$ cat src/rtl/mca_ram.sv
// mca_ram: generic simple dual-port ram, one write and one registered read port
// no dependencies

module mca_ram #(
	parameter int WIDTH = 8,
	parameter int DEPTH = 16,
	localparam int AW = (DEPTH > 1) ? $clog2(DEPTH) : 1
) (
	input  logic             clk,
	input  logic             we,
	input  logic [AW-1:0]    waddr,
	input  logic [WIDTH-1:0] wdata,
	input  logic             re,
	input  logic [AW-1:0]    raddr,
	output logic [WIDTH-1:0] rdata
);

	logic [WIDTH-1:0] mem [DEPTH];

	always_ff @(posedge clk) begin
		if (we) begin
			mem[waddr] <= wdata;
		end
		if (re) begin
			rdata <= mem[raddr];
		end
	end

endmodule

$ cat config.mk
export PLATFORM = sky130hd
export DESIGN_NAME = mca_ram
export DESIGN_NICKNAME = d
export VERILOG_FILES = /design/src/rtl/mca_ram.sv
export SDC_FILE = /design/constraint.sdc
export NUM_CORES = 1
export LEC_CHECK = 0
export ABC_AREA = 1
export BUFFER_PORTS_ARGS = -buffer_cell sky130_fd_sc_hd__buf_2
export CAP_MARGIN = 20
export CORE_MARGIN = 3
export CORE_UTILIZATION = 45
export DETAILED_ROUTE_END_ITERATION = 10
export GPL_TIMING_DRIVEN = 1
export PLACE_DENSITY = 0.59
export SLEW_MARGIN = 20
export SYNTH_ARGS = -nofsm -noshare
export SYNTH_HDL_FRONTEND = slang
export SYNTH_SLANG_ARGS = --single-unit
$ cat constraint.sdc
create_clock -name clk -period 3.7 [get_ports clk]
set_clock_uncertainty 0.15 [all_clocks]
set_input_delay 0.37 -clock clk [delete_from_list [all_inputs] [get_ports clk]]
set_output_delay 0.37 -clock clk [all_outputs]
set_load 0.005 [all_outputs]
Word-level counts from Yosys, hierarchy flattened. Memory sizes are Yosys's and may differ from the RTL's. A register that Yosys moved wholly into a read port is not among the register bits. Cells that the tools add are included.

Input bits: 19. Register bits after elaboration: 0. Bits in writable memories: 128. Memories: 1. Latch bits: 0. Logic and storage cells: 3. Output and inout port bits: 8. ROM bits: 0.

Bitwise logic cells: 0. $mul: 0. Reductions and logical operators: 0. Mux-type cells: 2. Shift-type cells: 0. Add/sub/neg operators: 0. Divide/modulo/power cells: 0. Order comparisons: 0. Equality and inequality tests: 0.

Memory list: mem (words 16, width 8, rd ports 1, clocked after Yosys merged registers in 1, wr ports 1, RTL line 18) `logic [WIDTH-1:0] mem [DEPTH];`.

Operators with widths (number): two-way mux 1 bit (2).

Logic depth before layout (Yosys ltp).
Word-level depth: 2. Gate-level depth with buffers: 8. Mapped depth without buffers: 7.

Worst setup path before layout. No wires, ideal clock.

Kind: input to register. From: input port waddr[2]. To: memory mem[10][0] (enable). Library setup time: 0.370 ns. Path slack: 2.229 ns. Stages on the path: 2. Buffers on the path: 0. Required time: 3.180 ns. Arrival time: 0.951 ns. Cells stage by stage: nand3b_1 > nor2_1.

RTL lines: from (decl) (RTL line 11) `input logic [AW-1:0] waddr,`; to (decl) (RTL line 18).

Straight into the memory's write port.

==> summary.md <==
| Metric | Value |
|---|---|
| Post-DRT Antenna Nets | `0` |
| RSZ-0062 raised after global routing | `false` |
| WS Path Type | `in -> reg` |
| CP required | `3.70 ns` |
| First-pass GRT wire length | `20,400 um` |
| Total core area | `12,700 um^2` |
| Largest net degree at the start of global routing | `65` |
| Initial core utilization | `0.461` |
| Clk root buf | `clkbuf_16` |
| Initial antenna violation count | `0` |
| I/O Buffers | `26` |
| Routed WL | `13,000 um` |
| Hold Vio Cnt, Final | `0` |
| Fill cells | `roughly 1,200` |
| Worst R2R Start | `mem[0][2]` |
| Count of warnings emitted by yosys | `0` |
| Peak VDD IR | `0.303 mV` |
| Fraction of layout cells with a size suffix above 1 | `0.0853` |
| Total CTS buffers | `17` |
| Via/cell ratio | `4.94` |
| Status | `finished clean` |
| Post-synth top area share | `0.698` |
| Sequential Power Share | `0.523` |
| Total power | `0.00334 W` |
| Mean area per synthesized cell | `10.6 um^2` |
| GRT overflow | `0` |
| Minimum clock period | `about 1.9 ns` |
| Pwr/cell area | `512 nW/um^2` |
| Sequential-to-total area share from yosys stat | `0.698` |
| DR iter-0 viols | `332` |
| GRT Total Usage | `0.193` |
| Cell mode on critical path | `nand3_1` |
| Drt drc | `0` |
| Syn_nets | `570` |
| Worst Tran Pin Value | `0.984 ns` |
| Wire per inst | `17.2 um` |
| Combinational Power Share | `0.059` |
| Ranking of synthesized cells by area | `edfxtp_1 (70%), nand2_1 (11%), nand3_1 (8.3%), inv_1 (6.4%), buf_6 (1.2%)` |
| Switch Pwr | `0.000723 W` |
| Post-CTS setup buffer count | `0` |
| # resized after CTS | `0` |
| MaxCap Viol Count | `0` |
| Area grow syn2layout | `11.6%` |
| Hold_sp | `re` |
| Critical path launch point | `raddr[1]` |
| Cts hold-fix bufs | `0` |
| Max Clock Freq | `524 MHz` |
| DIE AREA | `approximately 14,000 um^2` |
| Cell Area, Synth | `5850 um^2` |
| Die width | `around 120 um` |
| Net Sw Frac | `0.217` |
| Final Net Count | `594` |
| Rows | `41` |
| Clock Path Buffers | `2` |
| Die Y-Extent | `120 um` |
| Clk pwr share | `0.417` |
| Worst path cell trace | `buf_2, inv_2, nand3_1, nand3_1, nand3_1, nand2_1` |
| Reg area | `4080 um^2` |
| Post-DP HPWL | `7930 um` |
| Final GP Congestion | `0.814` |
| Hold slack | `0.170 ns` |
| Worst min-delay path class | `in -> reg` |
| Crit path buf inv count | `2` |
| Total number of vias | `3,742` |
| Crit start category | `primary input` |
| CTS tree | `yes` |
| Internal | `0.00262 W` |
| Boundary Pins | `27` |
| Number of global-route vias before repair | `3,578` |
| Syn Inst Count | `551` |
| Slew headroom | `0.342` |
| Final setup TNS | `0 ns` |
| Final setup vio count | `0` |
| Worst-Skew Late Latency | `~0.41 ns` |
| Worst-path clk slew | `0.05 ns` |
| Leakage | `2.78 nW` |
| Data arrival, critical path | `between 1.5 and 2 ns` |
| Crit path largest cell delay | `0.52 ns` |
| Synthesized flop and latch total | `136` |
| Multi-input logic area | `1210 um^2` |
| Final Max Slew Viols | `0` |
| Delay-heaviest family, CP | `buffers and inverters` |
| Final core area utilization | `0.515` |
| H-tree levels | `4` |
| Crit end category | `flop` |
| Slowest stage cell, crit path | `buf_2` |
| Pre-Repair DR Iteration Count | `5` |
| Dominant cell type by area after synthesis | `edfxtp_1` |
| N_diodes | `0` |
| CTS Sinks | `~140` |
| Fin crit share | `0.516` |
| Crit Path Max Fanout | `33` |
| Unique masters post-synth | `11` |
## cell usage in the layout, fill, tap and decap left out
master,instances
inv_1,100
buf_4,3
clkbuf_16,17
nand3_1,97
buf_2,26
clkinv_1,7
clkinv_2,2
clkbuf_1,4
nand2_1,173
nor2_1,17
edfxtp_1,136
inv_2,2
nand3b_1,2
## cells in the mapped netlist
library cell and count:
buf_6 6, inv_2 2, nor2_1 17, buf_2 13, edfxtp_1 136, nand3b_1 2, buf_4 4, inv_1 100
nand3_1 97, nand2_1 173, buf_1 1
## state kept, by name (all words and copies together), names as in the netlist
signal / flops
mem: 128
rdata: 8
## area by class of cell
type                    count  share of cell area
flip-flops and latches    136               0.626
clock inverters             9             0.00556
well taps                 172              0.0330
multi-input cells         289               0.186
clock buffers              21              0.0675
repair buffers             29              0.0234
inverters                 102              0.0587
## final timing paths
path	slack, ns	end	cells past startpoint
worst max-delay path	1.79	rdata[2]	6
worst min-delay path	0.17	rdata[2]	1
worst max register to register	2.37	rdata[2]	6
worst min register to register	0.61	rdata[5]	6
## cell families (layout without fill, tap and decap cells)
kind of cell,count (synthesis),after routing,share of synthesized area
DFF,136,136,0.698
and+or+nand+nor,289,289,0.208
buffers and inverters,126,161,0.0939
## power by group through the flow
stage | Combinational (W) | Sequential, W | Clock, W
3_3_place_gp | 0.000198 | 0.00178 | 0
3_5_place_dp | 0.000199 | 0.00178 | 0
2_1_floorplan | 0.000122 | 0.00178 | 0
5_1_grt | 0.000223 | 0.00175 | 0.00148
6_report | 0.000198 | 0.00175 | 0.00139
4_1_cts | 0.000200 | 0.00175 | 0.00141
## metal layers
metal,global-route usage,share of wire,vias to the layer above,routed length [um]
met5,0,0,-,0
met4,0.0795,0.021,0,270
met3,0.0452,0.061,23,789
met2,0.283,0.45,123,5800
met1,0.278,0.47,1767,6150
li1,-,-,1829,-
## per-stage QoR
| stage | instances | setup slack, ns | cell area (um^2) |
|---|---|---|---|
| 2_1_floorplan | 551 | 2.23 | 5850 |
| 3_3_place_gp | 728 | 1.37 | 6050 |
| 3_5_place_dp | 728 | 1.36 | 6050 |
| 4_1_cts | 758 | 1.80 | 6530 |
| 5_1_grt | 758 | 1.66 | 6530 |
| 6_report | 758 | 1.79 | 6530 |
(Power assumes the default switching activity.)
