===== config.mk =====
export PLATFORM = sky130hd
export DESIGN_NAME = mca_report
export DESIGN_NICKNAME = d
export VERILOG_FILES = /design/src/rtl/mca_pkg.sv /design/src/rtl/mca_report.sv
export SDC_FILE = /design/constraint.sdc
export NUM_CORES = 1
export LEC_CHECK = 0
export BUFFER_PORTS_ARGS = -buffer_cell sky130_fd_sc_hd__buf_2
export CORE_ASPECT_RATIO = 1.2
export CORE_MARGIN = 1
export CORE_UTILIZATION = 53
export CTS_CLUSTER_DIAMETER = 100
export DETAILED_ROUTE_END_ITERATION = 8
export HOLD_SLACK_MARGIN = 0.06
export PLACE_DENSITY = 0.89
export SLEW_MARGIN = 30
export SYNTH_ARGS = -nofsm -noshare
export SYNTH_HDL_FRONTEND = slang
export SYNTH_SLANG_ARGS = --single-unit

===== constraint.sdc =====
create_clock -name clk -period 2.99 [get_ports clk]
set_input_delay 0.299 -clock clk [delete_from_list [all_inputs] [get_ports clk]]
set_output_delay 0.299 -clock clk [all_outputs]
set_load 0.01 [all_outputs]

===== src/rtl/mca_pkg.sv =====
// mca_pkg: shared types and fixed constants of the min-cost assignment core
// no dependencies

package mca_pkg;

	localparam int POT_W = 32;
	localparam int SLK_W = 34;
	localparam logic signed [SLK_W-1:0] SLK_MAX = {1'b0, {(SLK_W-1){1'b1}}};
	localparam int MAX_RES = 16;
	localparam int CNT_W = 5;
	localparam int THR_W = 16;
	localparam logic [THR_W-1:0] THR_RESET = 16'd11469;

	typedef struct packed {
		logic busy;
		logic done;
	} stat_t;

endpackage


===== src/rtl/mca_report.sv =====
// mca_report: walks rows in order, filters pairs by threshold, drives result channel
// depends on mca_pkg; reads row-to-column map and costs through ram ports

module mca_report #(
	parameter int MAX_DIM = 16,
	parameter int COST_BITS = 16,
	localparam int CW = $clog2(MAX_DIM + 1),
	localparam int IW = $clog2(MAX_DIM),
	localparam int AW = $clog2(MAX_DIM * MAX_DIM)
) (
	input  logic                         clk,
	input  logic                         arst_n,
	input  logic                         start,
	input  logic                         empty,
	input  logic [CW-1:0]                m,
	input  logic [CW-1:0]                n,
	input  logic [mca_pkg::THR_W-1:0]    thr,
	output mca_pkg::stat_t               stat,
	output logic                         rc_re,
	output logic [IW-1:0]                rc_raddr,
	input  logic [CW-1:0]                rc_rdata,
	output logic                         cost_re,
	output logic [AW-1:0]                cost_addr,
	input  logic [COST_BITS-1:0]         cost_rdata,
	output logic                         out_valid,
	input  logic                         out_ready,
	output logic [3:0]                   match_row,
	output logic [3:0]                   match_col,
	output logic                         pair_valid,
	output logic                         last_pair
);

	typedef enum logic [5:0] {
		R_IDLE = 6'b000001,
		R_RC   = 6'b000010,
		R_CO   = 6'b000100,
		R_CHK  = 6'b001000,
		R_FIN  = 6'b010000,
		R_DONE = 6'b100000
	} rst_t;

	rst_t st_q;
	logic [CW-1:0] row_q, a_q;
	logic held_q;
	logic [3:0] hrow_q, hcol_q;
	logic [mca_pkg::CNT_W-1:0] cnt_q;
	logic can_push, qual, push;

	assign can_push = !out_valid || out_ready;
	assign qual = 32'(cost_rdata) <= 32'(thr);
	assign push = ((st_q == R_CHK) && qual && held_q && can_push) ||
	              ((st_q == R_FIN) && can_push);
	assign stat.busy = (st_q != R_IDLE);
	assign stat.done = (st_q == R_DONE);

	assign rc_re = (st_q == R_RC) && (row_q != m);
	assign rc_raddr = IW'(row_q);
	assign cost_re = (st_q == R_CO) && (rc_rdata <= n);
	assign cost_addr = AW'(32'(row_q) * MAX_DIM + 32'(rc_rdata) - 1);

	always_ff @(posedge clk or negedge arst_n) begin
		if (!arst_n) begin
			st_q <= R_IDLE;
			row_q <= '0;
			a_q <= '0;
			held_q <= 1'b0;
			hrow_q <= '0;
			hcol_q <= '0;
			cnt_q <= '0;
			out_valid <= 1'b0;
			match_row <= '0;
			match_col <= '0;
			pair_valid <= 1'b0;
			last_pair <= 1'b0;
		end else begin
			if (push) begin
				out_valid <= 1'b1;
			end else if (out_valid && out_ready) begin
				out_valid <= 1'b0;
			end
			unique case (st_q)
				R_IDLE: begin
					if (start) begin
						row_q <= '0;
						held_q <= 1'b0;
						cnt_q <= '0;
						st_q <= empty ? R_FIN : R_RC;
					end
				end
				R_RC: begin
					st_q <= (row_q == m) ? R_FIN : R_CO;
				end
				R_CO: begin
					a_q <= rc_rdata;
					if (rc_rdata <= n) begin
						st_q <= R_CHK;
					end else begin
						row_q <= row_q + CW'(1);
						st_q <= R_RC;
					end
				end
				R_CHK: begin
					if (!qual) begin
						row_q <= row_q + CW'(1);
						st_q <= R_RC;
					end else if (!held_q || can_push) begin
						if (held_q) begin
							match_row <= hrow_q;
							match_col <= hcol_q;
							pair_valid <= 1'b1;
							last_pair <= 1'b0;
						end
						held_q <= 1'b1;
						hrow_q <= 4'(row_q);
						hcol_q <= 4'(a_q - CW'(1));
						cnt_q <= cnt_q + mca_pkg::CNT_W'(1);
						row_q <= row_q + CW'(1);
						st_q <= (32'(cnt_q) + 1 == mca_pkg::MAX_RES) ? R_FIN : R_RC;
					end
				end
				R_FIN: begin
					if (can_push) begin
						match_row <= held_q ? hrow_q : 4'd0;
						match_col <= held_q ? hcol_q : 4'd0;
						pair_valid <= held_q;
						last_pair <= 1'b1;
						st_q <= R_DONE;
					end
				end
				R_DONE: st_q <= R_IDLE;
				default: st_q <= R_IDLE;
			endcase
		end
	end

endmodule


# Word level (Yosys, flattened, before mapping)

Index checks and enable logic that the tools add are counted.

Output and inout port bits: 27
Flip-flop bits (word level): 40

Magnitude comparators: 2
Mux-type cells: 45
Add/subtract/negate cells: 6
Equality and inequality tests: 17
Reductions and logical operators: 21

Operators with widths:

| kind                                                                     | count |
|---|---|
| 5-bit two-way mux                                                        | 9 |
| 4-bit two-way mux                                                        | 11 |
| 6-bit case mux with 5 select lines                                       | 1 |
| 6-bit two-way mux                                                        | 4 |
| 16-bit <= comparator                                                     | 1 |
| 4-bit case mux with 2 select lines                                       | 2 |
| 5-bit case mux with 3 select lines                                       | 1 |
| 1-bit two-way mux                                                        | 13 |
| 6-bit by 5-bit equality test with 1-bit output (second input constant)   | 2 |
| 5-bit by 1-bit adder with 5-bit output (second input constant)           | 2 |
| 2-bit inequality test (second input constant)                            | 5 |
| 5-bit case mux with 2 select lines                                       | 1 |
| 8-bit by 5-bit adder with 8-bit output                                   | 1 |
| 4-bit AND reduction                                                      | 2 |
| 8-bit by 1-bit subtractor with 8-bit output (second input constant)      | 1 |
| 1-bit logical AND                                                        | 7 |
| 5-bit by 1-bit adder with 6-bit output (second input constant)           | 1 |
| 6-bit by 1-bit equality test with 1-bit output (second input constant)   | 1 |
| 6-bit by 2-bit equality test with 1-bit output (second input constant)   | 1 |
| 6-bit by 3-bit equality test with 1-bit output (second input constant)   | 1 |
| 6-bit by 4-bit equality test with 1-bit output (second input constant)   | 1 |
| 6-bit equality test (second input constant)                              | 1 |
| 6-bit by 1-bit inequality test with 1-bit output (second input constant) | 1 |
| 1-bit case mux with 2 select lines                                       | 3 |
| other kinds (12)                                                         | 18 |

# Depth between registers and ports, before layout

Word-level depth: 6
Mapped depth: 10
Gate-level depth less buffers: 10

# Worst setup path before layout

Ideal clock, no wire load.

Path type: register to register
From: reg st_q[4]
To: reg row_q[3]
Clock period less this slack: 2.313 ns
Buffers on the path: 2
Setup slack: 0.677 ns
Arrival: 2.185 ns
Data required time: 2.862 ns
Stages on the path, launching flop included: 9
Cells stage by stage: dfrtp_1 -> clkbuf_2 -> or4_4 -> or3_1 -> buf_6 -> mux2_4 -> o21bai_4 -> o31ai_2 -> o21ai_1

Cells in the longest elaborated chain, start to end: 3
Elaborated cells between the ends (all ways): 9
Classes of those cells: eq/ne (6); mux (1); reduce/logical (2)

RTL lines:

| what                                                                               | line              | RTL |
|---|---|---|
| start, declared                                                                    | mca_report.sv:42  | `rst_t st_q;` |
| start signal, assigned                                                             | mca_report.sv:87  | `st_q <= empty ? R_FIN : R_RC;` |
| start signal, assigned                                                             | mca_report.sv:91  | `st_q <= (row_q == m) ? R_FIN : R_CO;` |
| start signal, assigned                                                             | mca_report.sv:118 | `st_q <= (32'(cnt_q) + 1 == mca_pkg::MAX_RES) ? R_FIN : R_RC;` |
| 6-bit by 4-bit equality test with 1-bit output (tied with other cells)             | mca_report.sv:81  | `unique case (st_q)` |
| 3-bit by 2-bit inequality test with 1-bit output (no line) (tied with other cells) | --                |  |
| 4-bit AND reduction (no line)                                                      | --                |  |
| end signal, assigned                                                               | mca_report.sv:98  | `row_q <= row_q + CW'(1);` |
| end signal, assigned                                                               | mca_report.sv:104 | `row_q <= row_q + CW'(1);` |
| end signal, assigned                                                               | mca_report.sv:117 | `row_q <= row_q + CW'(1);` |
| end, declared                                                                      | mca_report.sv:43  | `logic [CW-1:0] row_q, a_q;` |

Parallel ways exist; a longest one is shown, timed or not.
A chain may end at the register's enable or synchronous reset.

# Worst setup path in the final report

From: reg st_q[3]
To: reg row_q[4]

The elaborated chain is that of the path after synthesis.

==> flow_metrics.env <==
export IMPL_die_x_um=69.6
export IMPL_finalSetupViolCount=0
export IMPL_start_util_pct=54.9
export IMPL_switching_share_pct=38.5
export IMPL_numCtsBuffers=5
export IMPL_holdPathEnd="out_valid"
export IMPL_fin_setup_tns_ns=0
export IMPL_antenna_found_initial=0
export IMPL_first_iter_violations=105
export IMPL_worstPathCellList="or4_4 -> or3_1 -> mux2_4 -> o21bai_4 -> o31ai_1 -> o21ai_1"
export IMPL_yosysUniqueCellTypes=57
export IMPL_ff2ff_path_depth=6
export IMPL_synth_fp_nets=400
export IMPL_pwr_density_cell_mw_per_mm2=542
export IMPL_yosysTopAreaCell="dfrtp_1"
export IMPL_worst_hold_startpoint="out_ready"
export IMPL_n_fill_cell=429
export IMPL_dpl_worst_slack_ns=0.285
export IMPL_synth_ff_type="dfrtp_1"
export IMPL_synth_seq_area_share_pct=34.5
export IMPL_required_ns=3.16
export IMPL_clock_sinks=40
export IMPL_netSwitchingPower_uw=716
export IMPL_syn_avg_cell_area_um2=9.26
export IMPL_first_global_vias=2595
export IMPL_nets=480
export IMPL_fin_area_mm2=0.00343
export IMPL_async_flop_share_pct=100
export IMPL_vias=2613
export IMPL_pwr_share_clk_pct=18.4
export IMPL_synth_edf_count=0
export IMPL_rr_endpoint="row_q[4]"
export IMPL_syn_area_mm2=0.00291
export IMPL_p_leak_nw=1.84
export IMPL_core_mm2=0.00530
export IMPL_seqPwrFrac_pct=39.9
export IMPL_fin_util_pct=64.8
export IMPL_rr_startpoint="st_q[3]"
export IMPL_ir_drop_uv=324
export IMPL_antenna_cells=0
export IMPL_rows=29
export IMPL_synthDominantCellAreaShare_pct=33.6
export IMPL_end_kind="register"
export IMPL_crit_fanout=8
export IMPL_crit_path_start_kind="register"
export IMPL_hold_depth=3
export IMPL_final_hold_viol_count=0
export IMPL_period_share_pct=83.3
export IMPL_syn_instance_count=314
export IMPL_cts_htree_levels=2
export IMPL_setup_slack_ns=0.501
export IMPL_overflow=0
export IMPL_slew_headroom_pct=56.4
export IMPL_clock_root_buffer="clkbuf_8"
export IMPL_yosysWarnings=0
export IMPL_clock_latency_ns=0.30
export IMPL_min_period_ns=2.49
export IMPL_worstSetupPathType="register to register"
export IMPL_synth_seq_cells=40
export IMPL_skew_ns=0.00856
export IMPL_drc_errors=0
export IMPL_cts_path_max_buffers=2
export IMPL_dp_hpwl_um=5140
export IMPL_comb_power_share_pct=41.7
export IMPL_cts_reportedPaths_clkPinSlew_ns=0.08
export IMPL_routed_wl_um=6570
export IMPL_detail_route_antenna_nets=0
export IMPL_worst_pin_slew_ns=0.646
export IMPL_place_area_mm2=0.00334
export IMPL_cpMaxStageDelayCell="or4_4"
export IMPL_dr_pass1_iters=4
export IMPL_area_growth_pct=18.1
export IMPL_io_buffer_count=78
export IMPL_rsz0062_at_grt="false"
export IMPL_place_congestion=0.949
export IMPL_fmax_ghz=0.402
export IMPL_rrSetupSlack_ns=0.50
export IMPL_io_pins=79
export IMPL_drv_slew=0
export IMPL_cts_tree="built"
export IMPL_die_area_mm2=0.00579
export IMPL_dieHeight_um=83.1
export IMPL_hold_path_class="primary input to register"
export IMPL_status="completed"
export IMPL_grt_pass1_wl_um=11200
export IMPL_crit_path_max_incr_delay_ns=0.56
export IMPL_grt_use_total_pct=23.9
export IMPL_critPathArrivalTime_ns=2.66
export IMPL_p_int_mw=1.14
export IMPL_grt_max_degree=41
export IMPL_wl_per_cell_um=14.4
export IMPL_cts_resized=0
export IMPL_vias_per_cell=5.73
export IMPL_yosys_top_cells_area="dfrtp_1 (34%), ha_1 (14%), inv_1 (5.6%), a21oi_1 (3.6%), xor2_1 (3.0%)"
export IMPL_cap_violations=0
export IMPL_drive_gt1_share_pct=26.4
[synthesized netlist by cell type (all sizes together), types with 6 or more instances]
cell	n
nor2	13
nor3	9
mux2	8
nand2	20
xor2	10
nor2b	8
a22o	8
inv	43
buf	6
ha	33
dfrtp	39
o31ai	6
o21ai	16
nand4	6
a21oi	21
[repair_timing]
item / CTS / global route
setup buffers: 0 / 0
hold endpoints to repair: 0 / 39
hold buffers: 0 / 1
[metrics by stage]
| step | total power, mW | instances | hold WS, ns |
|---|---|---|---|
| 2_1_floorplan | 1.28 | 314 | 0.00341 |
| 3_3_place_gp | 1.48 | 448 | 0.461 |
| 3_5_place_dp | 1.52 | 448 | 0.467 |
| 4_1_cts | 1.86 | 455 | 0.144 |
| 5_1_grt | 1.99 | 456 | 0.328 |
| 6_report | 1.86 | 456 | 0.293 |
[sequential cells by signal, indices dropped and copies added (netlist names), 4 cells and up]
name / cells
a_q: 4
cnt_q: 5
hcol_q: 4
hrow_q: 4
match_col: 4
match_row: 4
row_q: 5
st_q: 6
[metal layers]
| layer | vias up | share of wire (%) | track usage [%] |
|---|---|---|---|
| met5 | - | 0 | 0 |
| met4 | 0 | 2.1 | 9.09 |
| met3 | 13 | 5.4 | 3.40 |
| met2 | 108 | 52 | 43.2 |
| met1 | 1212 | 40 | 28.3 |
| li1 | 1280 | - | - |
[cell families (layout without fill, tap and decap cells)]
family | after synthesis | after routing | synth area share, %
buffers and inverters | 52 | 132 | 7.58
AO/OA/AOI/OAI | 82 | 82 | 19.4
multiplexers | 10 | 10 | 3.92
XOR/XNOR | 14 | 14 | 4.22
flip-flops | 40 | 40 | 34.5
AND/OR/NAND/NOR | 82 | 82 | 15.5
adder cells (fa/ha/maj) | 34 | 34 | 14.9
[how the worst max path moves through the flow]
stage               startpoint      endpoint  slack (ns)  depth (start not counted)
floorplan              st_q[4]      row_q[3]        0.68                          8
global placement       thr[14]  match_col[1]        0.38                          9
detailed placement     thr[14]  match_row[3]        0.29                          9
CTS                   row_q[0]  cost_addr[7]        0.52                         11
global route          row_q[0]  cost_addr[7]        0.37                         11
finish                 st_q[3]      row_q[4]        0.50                          6
[worst max-delay path: cells and delay by family, from the launching register on]
family	cells	cell delay, ns
muxes	1	0.36
and+or+nand+nor	2	1.03
DFF	1	0.46
AOI/OAI and AO/OA	3	0.52
[power by group through the flow]
stage / logic (mW) / clock network (mW) / registers (mW)
3_5_place_dp: 0.766 / 0 / 0.749
5_1_grt: 0.864 / 0.376 / 0.754
6_report: 0.775 / 0.343 / 0.741
2_1_floorplan: 0.544 / 0 / 0.734
4_1_cts: 0.774 / 0.348 / 0.740
3_3_place_gp: 0.741 / 0 / 0.742
[placed cells by master (no fill, tap or decap), types with 8 or more instances in the layout]
cell     Yosys  final
a21oi_1     21     21
a22o_1       8      8
buf_2        1     77
dfrtp_1     39     39
ha_1        33     33
inv_1       43     43
nand2_1     20     20
nor2_1      13     13
nor2b_1      8      8
nor3_1       8      8
o21ai_0     14     14
xor2_1      10     10
[area by class of cell]
class / count / area [um^2] / share of cell area [%]
multi-input cells: 222 / 1680 / 49.1
flip-flops and latches: 40 / 1000 / 29.2
repair buffers: 82 / 425 / 12.4
inverters: 43 / 161 / 4.70
well taps: 62 / 77.6 / 2.26
clock buffers: 5 / 68.8 / 2.01
clock inverters: 2 / 12.5 / 0.365
(Power assumes the default switching activity.)
