`src/rtl/mca_pkg.sv`:
```
// mca_pkg: shared types and fixed constants of the min-cost assignment core
// no dependencies

package mca_pkg;

	localparam int POT_W = 32;
	localparam int SLK_W = 34;
	localparam logic signed [SLK_W-1:0] SLK_MAX = {1'b0, {(SLK_W-1){1'b1}}};
	localparam int MAX_RES = 16;
	localparam int CNT_W = 5;
	localparam int THR_W = 16;
	localparam logic [THR_W-1:0] THR_RESET = 16'd11469;

	typedef struct packed {
		logic busy;
		logic done;
	} stat_t;

endpackage

```
`src/rtl/mca_ram.sv`:
```
// mca_ram: generic simple dual-port ram, one write and one registered read port
// no dependencies

module mca_ram #(
	parameter int WIDTH = 8,
	parameter int DEPTH = 16,
	localparam int AW = (DEPTH > 1) ? $clog2(DEPTH) : 1
) (
	input  logic             clk,
	input  logic             we,
	input  logic [AW-1:0]    waddr,
	input  logic [WIDTH-1:0] wdata,
	input  logic             re,
	input  logic [AW-1:0]    raddr,
	output logic [WIDTH-1:0] rdata
);

	logic [WIDTH-1:0] mem [DEPTH];

	always_ff @(posedge clk) begin
		if (we) begin
			mem[waddr] <= wdata;
		end
		if (re) begin
			rdata <= mem[raddr];
		end
	end

endmodule

```
`src/rtl/mca_solver.sv`:
```
// mca_solver: potential-based hungarian solve over a column state memory
// depends on mca_pkg and mca_ram; reads costs through an external ram port

module mca_solver #(
	parameter int MAX_DIM = 16,
	parameter int COST_BITS = 16,
	localparam int CW = $clog2(MAX_DIM + 1),
	localparam int IW = $clog2(MAX_DIM),
	localparam int AW = $clog2(MAX_DIM * MAX_DIM)
) (
	input  logic                 clk,
	input  logic                 arst_n,
	input  logic                 start,
	input  logic [CW-1:0]        m,
	input  logic [CW-1:0]        n,
	input  logic [CW-1:0]        dim,
	output mca_pkg::stat_t       stat,
	output logic                 cost_re,
	output logic [AW-1:0]        cost_addr,
	input  logic [COST_BITS-1:0] cost_rdata,
	input  logic                 rc_re,
	input  logic [IW-1:0]        rc_raddr,
	output logic [CW-1:0]        rc_rdata
);

	localparam int PW = mca_pkg::POT_W;
	localparam int SW = mca_pkg::SLK_W;

	typedef struct packed {
		logic signed [PW-1:0] v;
		logic signed [PW-1:0] u;
		logic signed [SW-1:0] slk;
		logic [CW-1:0]        back;
		logic [CW-1:0]        owner;
	} col_t;

	localparam int EW = $bits(col_t);
	localparam logic signed [SW-1:0] PAD = SW'(MAX_DIM) <<< COST_BITS;

	typedef enum logic [15:0] {
		S_IDLE = 16'h0001,
		S_CLR  = 16'h0002,
		S_PH   = 16'h0004,
		S_RD0  = 16'h0008,
		S_GET0 = 16'h0010,
		S_SCAN = 16'h0020,
		S_SDR  = 16'h0040,
		S_SDEC = 16'h0080,
		S_UPD  = 16'h0100,
		S_UDR  = 16'h0200,
		S_AUGA = 16'h0400,
		S_AUGB = 16'h0800,
		S_AUGC = 16'h1000,
		S_MAP  = 16'h2000,
		S_MDR  = 16'h4000,
		S_DONE = 16'h8000
	} st_t;

	st_t st_q;
	logic [CW-1:0] i_q, j_q, j0_q, j1_q, i0_q;
	logic signed [PW-1:0] u0_q;
	logic signed [SW-1:0] delta_q;
	logic first_q;
	logic [MAX_DIM:0] used_q, ok_q;
	col_t e0_q;
	logic scan_s1, upd_s1, map_s1, pad_s1;
	logic [CW-1:0] j_s1;

	logic col_we, col_re;
	logic [CW-1:0] col_waddr, col_raddr;
	col_t col_wd, col_rd;
	logic [EW-1:0] col_rdata;

	logic pad_now;
	logic signed [SW-1:0] cost_ext, cur, nslk;
	logic take, new_min;

	mca_ram #(.WIDTH(EW), .DEPTH(MAX_DIM + 1)) u_col_ram (
		.clk(clk), .we(col_we), .waddr(col_waddr), .wdata(col_wd),
		.re(col_re), .raddr(col_raddr), .rdata(col_rdata)
	);

	mca_ram #(.WIDTH(CW), .DEPTH(MAX_DIM)) u_rc_ram (
		.clk(clk), .we(map_s1), .waddr(IW'(col_rd.owner - CW'(1))), .wdata(j_s1),
		.re(rc_re), .raddr(rc_raddr), .rdata(rc_rdata)
	);

	assign col_rd = col_t'(col_rdata);

	assign stat.busy = (st_q != S_IDLE);
	assign stat.done = (st_q == S_DONE);

	assign pad_now = (32'(i0_q) > 32'(m)) || (32'(j_q) > 32'(n));
	assign cost_re = (st_q == S_SCAN) && !pad_now;
	assign cost_addr = AW'((32'(i0_q) - 1) * MAX_DIM + 32'(j_q) - 1);

	always_comb begin
		cost_ext = pad_s1 ? PAD : $signed({{(SW-COST_BITS){1'b0}}, cost_rdata});
		cur = cost_ext - SW'(u0_q) - SW'(col_rd.v);
		take = !ok_q[j_s1] || (cur < col_rd.slk);
		nslk = take ? cur : col_rd.slk;
		new_min = !used_q[j_s1] && (nslk < delta_q);
	end

	always_comb begin
		col_re = 1'b0;
		col_raddr = j_q;
		col_we = 1'b0;
		col_waddr = j_s1;
		col_wd = col_rd;
		unique case (st_q)
			S_CLR: begin
				col_we = 1'b1;
				col_waddr = j_q;
				col_wd = '0;
			end
			S_PH: begin
				col_we = 1'b1;
				col_waddr = '0;
				col_wd = '0;
				col_wd.owner = i_q;
			end
			S_RD0, S_AUGA: begin
				col_re = 1'b1;
				col_raddr = j0_q;
			end
			S_AUGB: begin
				col_re = 1'b1;
				col_raddr = col_rd.back;
			end
			S_AUGC: begin
				col_we = 1'b1;
				col_waddr = j0_q;
				col_wd = e0_q;
				col_wd.owner = col_rd.owner;
				col_wd.u = col_rd.u;
			end
			S_SCAN, S_UPD, S_MAP: begin
				col_re = 1'b1;
			end
			default: begin
			end
		endcase
		if (scan_s1 && !used_q[j_s1]) begin
			col_we = 1'b1;
			col_wd.slk = nslk;
			col_wd.back = take ? j0_q : col_rd.back;
		end
		if (upd_s1) begin
			col_we = 1'b1;
			if (used_q[j_s1]) begin
				col_wd.u = col_rd.u + PW'(delta_q);
				col_wd.v = col_rd.v - PW'(delta_q);
			end else begin
				col_wd.slk = col_rd.slk - delta_q;
			end
		end
	end

	always_ff @(posedge clk or negedge arst_n) begin
		if (!arst_n) begin
			st_q <= S_IDLE;
			i_q <= '0;
			j_q <= '0;
			j0_q <= '0;
			j1_q <= '0;
			i0_q <= '0;
			u0_q <= '0;
			delta_q <= mca_pkg::SLK_MAX;
			first_q <= 1'b0;
			used_q <= '0;
			ok_q <= '0;
			e0_q <= '0;
			scan_s1 <= 1'b0;
			upd_s1 <= 1'b0;
			map_s1 <= 1'b0;
			pad_s1 <= 1'b0;
			j_s1 <= '0;
		end else begin
			scan_s1 <= (st_q == S_SCAN);
			upd_s1 <= (st_q == S_UPD);
			map_s1 <= (st_q == S_MAP);
			pad_s1 <= pad_now;
			j_s1 <= j_q;
			if (scan_s1 && !used_q[j_s1]) begin
				ok_q[j_s1] <= 1'b1;
				if (new_min) begin
					delta_q <= nslk;
					j1_q <= j_s1;
				end
			end
			unique case (st_q)
				S_IDLE: begin
					if (start) begin
						j_q <= '0;
						st_q <= S_CLR;
					end
				end
				S_CLR: begin
					if (j_q == dim) begin
						i_q <= CW'(1);
						st_q <= S_PH;
					end else begin
						j_q <= j_q + CW'(1);
					end
				end
				S_PH: begin
					used_q <= '0;
					ok_q <= '0;
					j0_q <= '0;
					first_q <= 1'b1;
					st_q <= S_RD0;
				end
				S_RD0: st_q <= S_GET0;
				S_GET0: begin
					if (!first_q && col_rd.owner == '0) begin
						st_q <= S_AUGA;
					end else begin
						i0_q <= col_rd.owner;
						u0_q <= col_rd.u;
						used_q[j0_q] <= 1'b1;
						j_q <= CW'(1);
						delta_q <= mca_pkg::SLK_MAX;
						j1_q <= '0;
						st_q <= S_SCAN;
					end
				end
				S_SCAN: begin
					if (j_q == dim) begin
						st_q <= S_SDR;
					end else begin
						j_q <= j_q + CW'(1);
					end
				end
				S_SDR: st_q <= S_SDEC;
				S_SDEC: begin
					if (j1_q == '0) begin
						st_q <= S_AUGA;
					end else begin
						j_q <= '0;
						st_q <= S_UPD;
					end
				end
				S_UPD: begin
					if (j_q == dim) begin
						st_q <= S_UDR;
					end else begin
						j_q <= j_q + CW'(1);
					end
				end
				S_UDR: begin
					j0_q <= j1_q;
					first_q <= 1'b0;
					st_q <= S_RD0;
				end
				S_AUGA: st_q <= S_AUGB;
				S_AUGB: begin
					e0_q <= col_rd;
					j1_q <= col_rd.back;
					st_q <= S_AUGC;
				end
				S_AUGC: begin
					j0_q <= j1_q;
					if (j1_q != '0) begin
						st_q <= S_AUGA;
					end else if (i_q == dim) begin
						j_q <= CW'(1);
						st_q <= S_MAP;
					end else begin
						i_q <= i_q + CW'(1);
						st_q <= S_PH;
					end
				end
				S_MAP: begin
					if (j_q == dim) begin
						st_q <= S_MDR;
					end else begin
						j_q <= j_q + CW'(1);
					end
				end
				S_MDR: st_q <= S_DONE;
				S_DONE: st_q <= S_IDLE;
				default: st_q <= S_IDLE;
			endcase
		end
	end

endmodule

```
`config.mk`:
```
export PLATFORM = sky130hd
export DESIGN_NAME = mca_solver
export DESIGN_NICKNAME = d
export VERILOG_FILES = /design/src/rtl/mca_pkg.sv /design/src/rtl/mca_ram.sv /design/src/rtl/mca_solver.sv
export SDC_FILE = /design/constraint.sdc
export NUM_CORES = 2
export LEC_CHECK = 0
export BUFFER_PORTS_ARGS = -buffer_cell sky130_fd_sc_hd__buf_4
export CAP_MARGIN = 20
export CORE_MARGIN = 1
export CORE_UTILIZATION = 60
export DETAILED_ROUTE_END_ITERATION = 6
export PLACE_DENSITY = 0.76
export SLEW_MARGIN = 15
export SYNTH_ARGS = -nofsm -noshare
export SYNTH_HDL_FRONTEND = slang
export SYNTH_SLANG_ARGS = --single-unit
export TNS_END_PERCENT = 5
```
`constraint.sdc`:
```
create_clock -name clk -period 18 [get_ports clk]
set_input_delay 0.9 -clock clk [delete_from_list [all_inputs] [get_ports clk]]
set_output_delay 0.9 -clock clk [all_outputs]
set_load 0.03 [all_outputs]
```
Word-level counts from Yosys, hierarchy flattened
Memories as Yosys holds them, arrays and structs flattened. A register that Yosys moved wholly into a read port is not among the register bits.
Cells that the tools add are included.

word-level totals
  word-level logic and storage cells = 166
  output and inout port bits = 16
  register bits = 222
  memory bits (writable) = 1916
  memories = 2

memory list
  name           depth  bits a word  read ports  clocked after Yosys merged registers in  wr ports  line           source
  u_col_ram.mem  17     108          1           1                                        1         mca_ram.sv:18  logic [WIDTH-1:0] mem [DEPTH];
  u_rc_ram.mem   16     5            1           1                                        1         mca_ram.sv:18

cells by class
  muxes and demuxes = 61
  $add $sub $neg = 11
  reductions and logical operators = 32
  $lt $le $gt $ge = 8
  eq/ne operators = 30
  bitwise operators = 3

operator list
  operator                                                                 count
  108-bit case mux with 3 select lines                                     1
  16-bit case mux with 14 select lines                                     1
  34-bit two-way mux                                                       6
  98-bit two-way mux                                                       1
  16-bit two-way mux                                                       5
  34-bit < comparator                                                      2
  5-bit two-way mux                                                        13
  64-bit two-way mux                                                       1
  17-bit two-way mux                                                       3
  5-bit case mux with 2 select lines                                       4
  39-bit two-way mux                                                       1
  17-bit OR                                                                2
  17-bit case mux with 2 select lines                                      1
  33-bit by 32-bit subtractor with 34-bit output                           1
  34-bit subtractor                                                        1
  22-bit by 32-bit subtractor with 33-bit output                           1
  32-bit adder                                                             1
  32-bit subtractor                                                        1
  14-bit two-way mux                                                       2
  5-bit case mux with 5 select lines                                       1
  11-bit two-way mux                                                       2
  21-bit two-way mux                                                       1
  16-bit by 1-bit equality test with 1-bit output, second input constant   1
  16-bit by 10-bit equality test with 1-bit output, second input constant  1
  other kinds (45)                                                         91

Longest topological paths before layout
  depth in word-level cells = 12
  gate-level depth with buffers = 36

Hierarchy
Synthesis repeated with hierarchy kept, for this count alone.

unflattened totals
  cell total of the unflattened synthesis = 5823
  area total of the unflattened synthesis = 96746.5 µm²

by module, submodules not included
  module                cells an instance  area an instance (µm²)  instances  sequential area each (µm²)
  mca_ram at u_col_ram  3008               72574.6                 1          58376.0
  mca_solver            2660               20908.8                 1          5597.9
  mca_ram at u_rc_ram   155                3263.1                  1          2552.4

Worst setup path before layout
No wires, ideal clock.

  kind = register -> register
  start = register j_s1[0]
  end = memory u_col_ram.mem[16][0] (netlist name) (enable)
  setup time = 0.840 ns
  cell stages (with the launch flop) = 12
  path buffers = 3
  path slack = 3.781 ns
  arrival time = 13.379 ns
  cells stage by stage = dfrtp_1 > clkbuf_1 > clkbuf_1 > mux4_2 > mux4_2 > a22oi_2 > and2_1 > clkbuf_1 > nor2_1 > o21ai_0 > nand3b_1 > nor4_1

on the way
  longest elaborated chain between the ends = 8
  elaborated cells on any way between the ends = 9
  those cells by class = mux: 7; reduce/logical: 2

ends and longest elaborated chain
  what                                       line               source
  from (decl)                                mca_solver.sv:67   logic [CW-1:0] j_s1;
  from (signal assigned)                     mca_solver.sv:184  j_s1 <= j_q;
  1-bit binary-select mux with 5-bit select  mca_solver.sv:144  if (scan_s1 && !used_q[j_s1]) begin
  1-bit two-way mux (not written as such)    mca_solver.sv:144
  1-bit logical NOT                          mca_solver.sv:144
  1-bit logical AND                          mca_solver.sv:144
  1-bit two-way mux                          mca_solver.sv:144
  1-bit two-way mux                          mca_solver.sv:149  if (upd_s1) begin
  1-bit two-way mux                          mca_ram.sv:21      if (we) begin
  1-bit two-way mux (not written as such)    mca_ram.sv:22      mem[waddr] <= wdata;
  to (decl)                                  mca_ram.sv:18

Parallel ways exist; a longest one is shown, timed or not. The select of a mux whose other input is x is not followed.

Worst setup path in the final report
  start = register pad_s1
  end = register j1_q[3]

on the way
  longest elaborated chain between the ends = 12

ends and longest elaborated chain
  what                                              line               source
  from (decl)                                       mca_solver.sv:66   logic scan_s1, upd_s1, map_s1, pad_s1;
  from (signal assigned)                            mca_solver.sv:183  pad_s1 <= pad_now;
  21-bit two-way mux *                              mca_solver.sv:98   cost_ext = pad_s1 ? PAD : $signed({{(SW-COST_BITS){1'b0}}, cost_rdata});
  22-bit by 32-bit subtractor with 33-bit output *  mca_solver.sv:99   cur = cost_ext - SW'(u0_q) - SW'(col_rd.v);
  33-bit by 32-bit subtractor with 34-bit output *  mca_solver.sv:99
  34-bit < comparator                               mca_solver.sv:100  take = !ok_q[j_s1] || (cur < col_rd.slk);
  1-bit logical OR                                  mca_solver.sv:100
  34-bit two-way mux *                              mca_solver.sv:101  nslk = take ? cur : col_rd.slk;
  34-bit < comparator *                             mca_solver.sv:102  new_min = !used_q[j_s1] && (nslk < delta_q);
  1-bit logical AND *                               mca_solver.sv:102
  5-bit two-way mux *                               mca_solver.sv:187  if (new_min) begin
  5-bit two-way mux *                               mca_solver.sv:185  if (scan_s1 && !used_q[j_s1]) begin
  5-bit two-way mux                                 mca_solver.sv:216  if (!first_q && col_rd.owner == '0) begin
  5-bit case mux with 2 select lines *              mca_solver.sv:192  unique case (st_q)
  to (signal assigned)                              mca_solver.sv:189  j1_q <= j_s1;
  to (signal assigned)                              mca_solver.sv:259  j1_q <= col_rd.back;
  to (decl)                                         mca_solver.sv:60   logic [CW-1:0] i_q, j_q, j0_q, j1_q, i0_q;

Every way passes the cells marked *; elsewhere a longest branch is shown, timed or not.
A chain may end at the register's enable or synchronous reset.

==> results.txt <==
The flow ran to the end, but the final reports show violations. The final reports fail on design-rule violations. At the worst endpoint, the required time is 18.71 ns.

The cell with the most instances after synthesis is sky130_fd_sc_hd__edfxtp_1. The sequential fraction of the synthesis area came out at 67.2%. The data arrival at the endpoint of the critical path is 11.00 ns.

The number of setup violations in the final report came out at 0. In this run the vertical extent of the chip is 408 um. The cell repeated most along the worst path is sky130_fd_sc_hd__o21ai_0.

The pin slew with the least headroom to its limit came out at 1.26 ns. The source-to-sink clock delay at the later pin of the worst-skew pair came out at 0.85 ns. The die covers 0.167 mm^2. In this run the power density over the cells is 154 mW/mm^2. The number of cells in the design after placement came out at 9994.

The total clock sinks came out at 2251. The maximum cell stage delay along the critical path came out at 0.74 ns. The detailed-route wire length came out at 270000 um. The post-synth net total is 8356.

The number of gates given a new drive strength after cts is 0. The count of buffers from port buffering came out at 54. Dividing the final minimum period by the clock period gives 57.2%. The total I/O pin count came out at 55.

Yosys attributes the largest share of cell area to sky130_fd_sc_hd__edfxtp_1 (62%), sky130_fd_sc_hd__nand2_1 (7.1%), sky130_fd_sc_hd__dfrtp_1 (4.8%). The area share of the largest cell type after synthesis is 61.5%. In this run the worst path has a maximum fanout of 66. The post-synthesis async set-or-reset flop share is 9.86%.

The mean number of vias per cell came out at 6.54. The total number of nets in the final design came out at 8335. The design area is 0.109 mm^2. The normalized max-slew margin came out at 16.2%. The setup path with the least slack is of type flip-flop to flip-flop.

TritonCTS built the clock tree. The worst setup path is captured at a flip-flop. The most used flip-flop cell after synthesis is sky130_fd_sc_hd__edfxtp_1. The worst setup path is launched from a flip-flop. The row count is 148.

The first routing iteration left 9118 violations. The starting density of the core is 60.6%. Counting instances in the post-synthesis netlist gives the leading cell types as sky130_fd_sc_hd__edfxtp_1 (2029), sky130_fd_sc_hd__nand2_1 (1874), sky130_fd_sc_hd__a31oi_1 (377). The pin count of the biggest net entering global routing came out at 175. During synthesis, Yosys emitted a total of 0 warnings. Counting both buffers and inverters, the worst setup path holds a total of 2.

Of the cells placed in the final design, the portion with a size suffix greater than 1 is 8.33%. The count of distinct cell types in the synthesized netlist came out at 80. The global-route usage over all layers came out at 32.0%. The cell at the slowest stage of the critical path is sky130_fd_sc_hd__dfrtp_1. The placement-stage cell area came out at 0.102 mm^2. After detailed routing, the average wire length per cell comes to 25.9 um. The global-route wire length before repair came out at 403000 um. Summing every instance area after synthesis gives 0.0990 mm^2. The final hold violation count came out at 0.

Max-cap violations in this run came to 0. The hold slack is 0.144 ns. The final critical path time including I/O delays and setup is 10.29 ns. In this run the worst hold path is classified as input pin to async pin. The horizontal die dimension is 408 um. Summed over all nets, the half-perimeter wirelength after detailed placement is 149000 um.

The area growth from synthesis to layout is 10.4%. The leakage power of the design came out at 0.0397 uW. The final critical-path setup slack is 7.71 ns. The filler-free cell count of the finished design is 10400.

The clock tree root buffer cell is sky130_fd_sc_hd__clkbuf_16. The DRC violation count after routing came out at 4. The global route total overflow came out at 0. The H-tree was split into 4 levels. The post-CTS setup-driven buffer insertion count is 0.

The number of storage elements in the synthesis netlist came out at 2251. The buffer levels on the longest clock path came out at 3. The maximum clock frequency is 97.1 MHz. The number of clock buffers added by TritonCTS is 216. Setup repair after global routing left no endpoint under its margin. The standard cell core area came out at 0.163 mm^2. The pre-CTS setup slack is 7.58 ns. The clock transition at the registers of the reported paths is 0.06 ns. The routed layout has 68000 vias.

The final total negative setup slack came out at 0 ns. The synthesized instance count is 8065. The biggest area contributor in the post-synthesis netlist is sky130_fd_sc_hd__edfxtp_1. The count of final max-slew check failures came out at 0.

Clock skew on the completed layout was measured at 0.0361 ns. The average cell area after synthesis came out at 12.3 um^2. IR analysis of the VDD net gives a maximum drop of 0.121 mV. The number of search-and-repair iterations in the first detailed-routing pass came out at 7. The congestion estimate from routability-driven global placement came to 0.984.

The number of global-route vias before repair is 64900. The count of flip-flops with a built-in enable after synthesis is 2029. After clock tree synthesis, the flow added hold-fix buffers numbering 0.

The remaining antenna violation count came out at 0. The cell family contributing the most delay on the critical path is compound AO/OA/AOI/OAI gates. The initial antenna violation count came to 5.
worst paths after layout:
check,end,cells past startpoint,startpoint,slack (ns)
hold / removal,j_s1[4],1,arst_n,0.14
max in group asynchronous,e0_q[79],3,arst_n,15.58
setup reg to reg,j1_q[3],32,pad_s1,7.71
min in group clk,u_rc_ram.rdata[4],1,rc_re,0.30
hold reg to reg,e0_q[9],1,e0_q[9],0.47
setup / recovery,j1_q[3],32,pad_s1,7.71
report_power, final:
group | leakage [uW] | total, uW | internal, uW | switching (uW)
combinational | 0.0150 | 5820 | 2020 | 3800
clock | 0.00343 | 4570 | 2620 | 1940
sequential | 0.0213 | 6390 | 6250 | 135
total | 0.0397 | 16800 | 10900 | 5880
per-layer routing:
metal | global-route usage (%) | wire length, um | share of wire [%] | vias up
met4 | 12.7 | 10800 | 4.0 | 2
met2 | 50.6 | 127000 | 47 | 4113
met5 | 0 | 13 | 0.0048 | -
met1 | 45.0 | 104000 | 39 | 33400
li1 | - | - | - | 29800
met3 | 4.67 | 27600 | 10 | 689
final cells by class:
| class | count | area, um^2 |
|---|---|---|
| flip-flops and latches | 2251 | 66500 |
| fillers | 11400 | 54100 |
| multi-input cells | 5151 | 30200 |
| clock buffers | 271 | 5690 |
| well taps | 2175 | 2720 |
| repair buffers | 234 | 1980 |
| clock inverters | 125 | 1410 |
| inverters | 190 | 716 |
| diodes | 2 | 5.00 |
cells by family after synthesis:
group,count (synthesis),share of synthesized area (%)
simple gates,3130,13.9
flops,2251,67.2
compound gates,1478,9.63
buf+inv,663,2.65
fa+ha+maj,252,3.34
mux,168,2.14
xor+xnor,123,1.09
cells in the final DEF, fill, tap and decap left out, types with 45 or more instances in the layout:
master	Yosys	layout
sky130_fd_sc_hd__o22ai_1	115	115
sky130_fd_sc_hd__a31oi_1	377	370
sky130_fd_sc_hd__a21o_1	66	65
sky130_fd_sc_hd__a21oi_1	170	168
sky130_fd_sc_hd__dfrtp_1	188	188
sky130_fd_sc_hd__ha_1	231	231
sky130_fd_sc_hd__xnor2_1	78	78
sky130_fd_sc_hd__clkbuf_1	337	51
sky130_fd_sc_hd__edfxtp_1	2029	2029
sky130_fd_sc_hd__xor2_1	45	45
sky130_fd_sc_hd__nor2_1	288	269
sky130_fd_sc_hd__and3_1	367	366
sky130_fd_sc_hd__clkinv_1	0	48
sky130_fd_sc_hd__nand3_1	357	355
sky130_fd_sc_hd__buf_4	1	211
sky130_fd_sc_hd__o21ai_0	279	275
sky130_fd_sc_hd__inv_1	189	189
sky130_fd_sc_hd__nand2_1	1874	1871
sky130_fd_sc_hd__mux2i_1	123	123
sky130_fd_sc_hd__a211oi_1	248	248
sky130_fd_sc_hd__o211ai_1	61	61
sky130_fd_sc_hd__clkbuf_16	0	219
worst register-to-register path, delay by kind of cell, from the launching register on:
| kind | cells | cell delay (ns) |
|---|---|---|
| simple gates | 9 | 2.17 |
| buf+inv | 2 | 1.16 |
| mux | 1 | 0.28 |
| compound gates | 15 | 4.25 |
| fa+ha+maj | 4 | 1.45 |
| flops | 1 | 0.74 |
| xor+xnor | 1 | 0.14 |
per-stage QoR:
| stage | total power (uW) | utilization [%] |
|---|---|---|
| after floorplan | 10500 | - |
| after global placement | 12000 | 62.5 |
| after detailed placement | 12200 | 62.5 |
| after CTS | 16700 | 66.8 |
| after global routing | 17500 | 66.9 |
| final | 16800 | 66.9 |
state kept, by name, summed over array words and instances (netlist names), 5 cells and up:
name	cells
delta_q	34
e0_q	71
i0_q	5
i_q	5
j0_q	5
j1_q	5
j_q	5
j_s1	5
ok_q	17
st_q	16
u0_q	32
u_col_ram.mem	1836
u_col_ram.rdata	108
u_rc_ram.mem	80
u_rc_ram.rdata	5
used_q	17
(Power assumes the default switching activity.)
